**src/sv/nnis_pkg.sv**
```systemverilog
// shared constants, codes and transfer types for the nearest neighbour scaler
// no dependencies
package nnis_pkg;

   localparam int MAX_SRC_WIDTH  = 256;
   localparam int MAX_SRC_HEIGHT = 256;
   localparam int PIXEL_BITS     = 32;
   localparam int DST_MAX        = 4096;

   localparam int STORE_DEPTH = MAX_SRC_WIDTH * MAX_SRC_HEIGHT;
   localparam int ADDR_W      = $clog2(STORE_DEPTH);
   localparam int SX_W        = $clog2(MAX_SRC_WIDTH);
   localparam int SY_W        = $clog2(MAX_SRC_HEIGHT);

   localparam int SIZE_W     = 9;
   localparam int DSIZE_W    = 13;
   localparam int POS_W      = 12;
   localparam int COLOR_W    = 32;
   localparam int CSR_IDX_W  = 2;
   localparam int CSR_DATA_W = 13;

   localparam int NUM_W     = POS_W + SIZE_W;
   localparam int DIV_CNT_W = $clog2(NUM_W);

   localparam int QUEUE_DEPTH = 4;
   localparam int QPTR_W      = $clog2(QUEUE_DEPTH);
   localparam int QCNT_W      = $clog2(QUEUE_DEPTH + 1);

   localparam logic [CSR_IDX_W-1:0] CSR_SRC_WIDTH  = 2'd0;
   localparam logic [CSR_IDX_W-1:0] CSR_SRC_HEIGHT = 2'd1;
   localparam logic [CSR_IDX_W-1:0] CSR_DST_WIDTH  = 2'd2;
   localparam logic [CSR_IDX_W-1:0] CSR_DST_HEIGHT = 2'd3;

   localparam logic CMD_LOAD = 1'b0;
   localparam logic CMD_EMIT = 1'b1;

   typedef enum logic [2:0] {
      ST_RUN,
      ST_CLAMP,
      ST_SETUP,
      ST_DIV,
      ST_DONE
   } state_type;

   typedef enum logic [1:0] {
      JOB_COL,
      JOB_XSTEP,
      JOB_ROW,
      JOB_YSTEP
   } job_type;

   typedef struct packed {
      logic               cmd;
      logic [COLOR_W-1:0] pixel_in;
   } req_type;

   typedef struct packed {
      logic [COLOR_W-1:0] pixel_out;
      logic [POS_W-1:0]   dst_x;
      logic [POS_W-1:0]   dst_y;
      logic               last_pixel;
   } rsp_type;

   typedef struct packed {
      logic                  emit;
      logic [ADDR_W-1:0]     load_addr;
      logic [SX_W-1:0]       sx;
      logic [SY_W-1:0]       sy;
      logic [PIXEL_BITS-1:0] pixel;
      logic [POS_W-1:0]      dst_x;
      logic [POS_W-1:0]      dst_y;
      logic                  last;
   } entry_type;

endpackage

```
**src/sv/nnis_fifo.sv**
```systemverilog
// short queue of classified items between front and back
// depends on nnis_pkg
module nnis_fifo
   import nnis_pkg::*;
(
   input  logic      clock,
   input  logic      reset,
   input  logic      push,
   input  entry_type push_entry,
   output logic      full,
   input  logic      pop,
   output entry_type pop_entry,
   output logic      empty
);

   entry_type         slot_ff [QUEUE_DEPTH];
   logic [QPTR_W-1:0] wr_ptr_ff, wr_ptr_in;
   logic [QPTR_W-1:0] rd_ptr_ff, rd_ptr_in;
   logic [QCNT_W-1:0] count_ff, count_in;
   logic              do_push, do_pop;

   assign full    = (count_ff == QCNT_W'(QUEUE_DEPTH));
   assign empty   = (count_ff == '0);
   assign do_push = push & ~full;
   assign do_pop  = pop & ~empty;

   assign pop_entry = slot_ff[rd_ptr_ff];

   always_comb begin
      wr_ptr_in = do_push ? QPTR_W'(wr_ptr_ff + QPTR_W'(1)) : wr_ptr_ff;
      rd_ptr_in = do_pop ? QPTR_W'(rd_ptr_ff + QPTR_W'(1)) : rd_ptr_ff;
      count_in  = count_ff;
      if (do_push & ~do_pop) begin
         count_in = QCNT_W'(count_ff + QCNT_W'(1));
      end else if (do_pop & ~do_push) begin
         count_in = QCNT_W'(count_ff - QCNT_W'(1));
      end
   end

   always_ff @(posedge clock) begin
      if (reset) begin
         wr_ptr_ff <= '0;
         rd_ptr_ff <= '0;
         count_ff  <= '0;
      end else begin
         wr_ptr_ff <= wr_ptr_in;
         rd_ptr_ff <= rd_ptr_in;
         count_ff  <= count_in;
      end
   end

   always_ff @(posedge clock) begin
      if (do_push) begin
         slot_ff[wr_ptr_ff] <= push_entry;
      end
   end

endmodule

```
**config.mk**
```make
export PLATFORM = sky130hd
export DESIGN_NAME = nnis_fifo
export DESIGN_NICKNAME = d
export VERILOG_FILES = /design/src/sv/nnis_pkg.sv /design/src/sv/nnis_fifo.sv
export SDC_FILE = /design/constraint.sdc
export NUM_CORES = 1
export LEC_CHECK = 0
export BUFFER_PORTS_ARGS = -buffer_cell sky130_fd_sc_hd__buf_2
export CORE_MARGIN = 4
export CORE_UTILIZATION = 38
export DETAILED_ROUTE_END_ITERATION = 6
export GPL_ROUTABILITY_DRIVEN = 0
export SYNTH_ARGS = -nofsm -noshare
export SYNTH_HDL_FRONTEND = slang
export SYNTH_SLANG_ARGS = --single-unit
```
**constraint.sdc**
```tcl
create_clock -name clock -period 8.8 [get_ports clock]
set_clock_uncertainty 0.05 [all_clocks]
set_input_delay 0.88 -clock clock [delete_from_list [all_inputs] [get_ports clock]]
set_output_delay 0.88 -clock clock [all_outputs]
set_load 0.02 [all_outputs]
```
==> impl_metrics.py <==
metrics = {
    "clocking": {
        "cts_tree": "yes",
        "htree_num_levels": 2,
        "post_cts_buffers": 0,
        "worstSkewPairLatency_ns": 0.50,
        "numCtsBuffers": 39,
        "cts_hold_buf": 0,
        "cts_sinks": 369,
        "clk_pin_slew_ns": 0.06,
        "clockBufferDepth": 3,
        "clock-root-buffer": "clkbuf_16",
        "ctsResizeCount": 0,
    },
    "power": {
        "switching_share_pct": 28.2,
        "comb_power_share_pct": 22.9,
        "seqPwrFrac_pct": 46.1,
        "p_int_mw": 3.47,
        "p_per_area_nw_per_um2": 301,
        "power.switching_mw": 1.36,
        "max-vdd-ir-drop_mv": 0.171,
        "p_leak_nw": 5.32,
        "clkPwrFrac_pct": 31.0,
    },
    "yosys": {
        "synth_area_leaders": "edfxtp_1 80%, mux4_2 15%, buf_12 1.3%",
        "yosysMostFrequentCell": "edfxtp_1",
        "synthArstFlopShare_pct": 0,
        "seq_area_frac_synth_pct": 81.2,
        "syn-num-nets": 618,
        "yosysWarningCount": 0,
        "synth.top_cells.by_count": "360 x edfxtp_1, 90 x mux4_2, 9 x buf_12, 9 x buf_2, 9 x dfxtp_1",
        "yosysUniqueCellTypes": 23,
        "synth.largest_area_cell": "edfxtp_1",
        "synth_cells": 518,
        "syn_avg_cell_area_um2": 26.1,
        "synth_top_area_share_pct": 79.8,
        "synth_seq_cells": 369,
        "synth_edf_count": 360,
        "synth_top_flop_cell": "edfxtp_1",
        "synth.cell_area_um2": 13500,
    },
    "worst_hold_path": {
        "hold_class": "reg -> reg",
        "hold_start": "wr_ptr_ff[1]",
        "holdPathEnd": "wr_ptr_ff[1]",
        "hold_depth": 2,
    },
    "finish": {
        "final_nets": 829,
        "syn2layout_area_growth_pct": 18.4,
        "finalCoreUtilization_pct": 46.0,
        "drive_above_1_share_pct": 44.7,
        "fillCellCount": 2958,
    },
    "place": {
        "portBuffers": 185,
        "hpwl_um": 15800,
    },
    "floorplan": {
        "ios": 186,
        "die_x_um": 197,
        "initial_core_util_pct": 38.8,
        "core-area_um2": 34900,
        "design.die.area_um2": 38700,
        "rows": 68,
        "fp.dieH_um": 197,
    },
    "critical_path": {
        "end_kind": "primary output",
        "crit-reg2reg-launch": "count_ff[0]",
        "critPathLaunchType": "register",
        "cp.arrival_ns": 3.22,
        "crit_type": "reg -> out",
        "crit_fanout": 47,
        "rrSetupSlack_ns": 5.97,
        "rr_endpoint": "slot_ff[2][77]",
        "worst_ep_required_time_ns": 7.87,
        "worst_r2r_path_depth": 4,
    },
    "drt": {
        "wl_per_cell_um": 21.7,
        "routed-wl-met3_um": 1990,
        "ant_nets": 0,
        "drt-vias-per-instance": 5.01,
        "wl_met1_um": 10600,
        "drt-total-wl_um": 26200,
        "drc": 0,
        "first_pass_iters": 6,
        "drt_iter0_drc": 335,
        "wl_met2_um": 13200,
        "top_layer": "met5",
        "vias": 6074,
    },
    "global_routing": {
        "grt_use_total_pct": 13.3,
        "grt_pass1_vias": 6752,
        "grt_overflow": 0,
        "grt_max_degree": 50,
        "grt_pass1_wl_um": 39900,
        "antenna_found_initial": 3,
    },
    "timing": {
        "setup_viol": 0,
        "maxSlewHeadroom_pct": 34.0,
        "rsz0062_at_grt": "false",
        "fin_crit_ns": 4.15,
        "fin_tns_setup_ns": 0,
        "post-route-period-util_pct": 47.1,
        "fmax_mhz": 241,
        "maxSlewViolCount": 0,
        "worstMarginPinSlew_ns": 0.990,
        "hold_violations": 0,
    },
    "outcome": {
        "status": "complete, no violations",
    },
    "run": {
        "cap_violations": 0,
    },
}
flip-flops by register name, summed over array words and instances, names as in the netlist, named ones only:
| register | flops |
|---|---|
| count_ff | 3 |
| wr_ptr_ff | 2 |
| slot_ff | 360 |
| rd_ptr_ff | 2 |
cell families after synthesis:
group	Yosys count	share of synthesized area, %
AO/OA/AOI/OAI	6	0.268
flip-flops	369	81.2
AND/OR/NAND/NOR	16	0.665
adder cells (fa/ha/maj)	6	0.610
multiplexers	92	15.1
XOR/XNOR	4	0.259
buffers and inverters	25	1.91
through the flow:
step	hold WS [ns]	total power [mW]	setup WS [ns]	cell area (µm²)	instances
after floorplan	0.432	3.10	4.98	13500	518
after global placement	0.442	3.37	5.06	14900	1143
after detailed placement	0.469	3.40	5.01	14900	1143
after CTS	0.476	4.92	4.46	16000	1211
after global routing	0.501	5.06	4.27	16000	1211
final	0.474	4.83	4.65	16000	1212
layout make-up:
type	count	area, µm²	area share, %
sequential	369	11000	68.6
inverter	4	15.0	0.0937
clock inverter	19	119	0.741
multi-input combinational	124	2300	14.4
tap	455	569	3.55
clock buffer	49	1060	6.59
timing repair buffer	191	971	6.06
antenna	1	2.50	0.0156
how the worst max path moves through the flow:
| stage | endpoint | from | cells after the start |
|---|---|---|---|
| 2_1_floorplan | slot_ff[0][0] | push | 3 |
| 3_3_place_gp | pop_entry[70] | register | 3 |
| 3_5_place_dp | pop_entry[14] | register | 3 |
| 4_1_cts | pop_entry[70] | register | 3 |
| 5_1_grt | pop_entry[14] | register | 3 |
| 6_report | pop_entry[70] | register | 3 |
power by group through the flow:
stage          clock network (mW)  logic (mW)  registers (mW)
5_1_grt                      1.62        1.19            2.25
2_1_floorplan                   0       0.907            2.19
3_3_place_gp                    0        1.12            2.26
6_report                     1.50        1.11            2.23
3_5_place_dp                    0        1.13            2.27
4_1_cts                      1.54        1.14            2.23
worst max-delay path, stage by stage (launching register included):
cell,delay (ns)
dfxtp_4,0.93
buf_4,0.90
mux4_2,0.62
buf_2,0.18
metal layers:
| metal | vias up | GRT usage [%] |
|---|---|---|
| met2 | 172 | 22.6 |
| met1 | 3206 | 16.9 |
| li1 | 2651 | - |
| met5 | - | 0 |
| met4 | 4 | 3.08 |
| met3 | 41 | 4.19 |
cells in the final DEF (no fill, tap or decap):
cell type / n
o31ai_1: 1
clkinv_4: 3
nor3_1: 1
dfxtp_4: 2
xor2_1: 4
mux4_2: 90
o21ai_0: 2
ha_1: 5
buf_2: 185
o311ai_0: 1
a21oi_1: 2
clkbuf_16: 41
or3_1: 2
dfxtp_1: 7
buf_4: 6
clkbuf_1: 8
nand2b_1: 2
diode_2: 1
bufinv_16: 1
edfxtp_1: 360
mux2i_1: 2
fa_1: 1
clkinv_2: 5
nor3b_2: 1
nor2_1: 6
and2_4: 4
clkinv_1: 10
inv_1: 4
(Power assumes the default switching activity.)
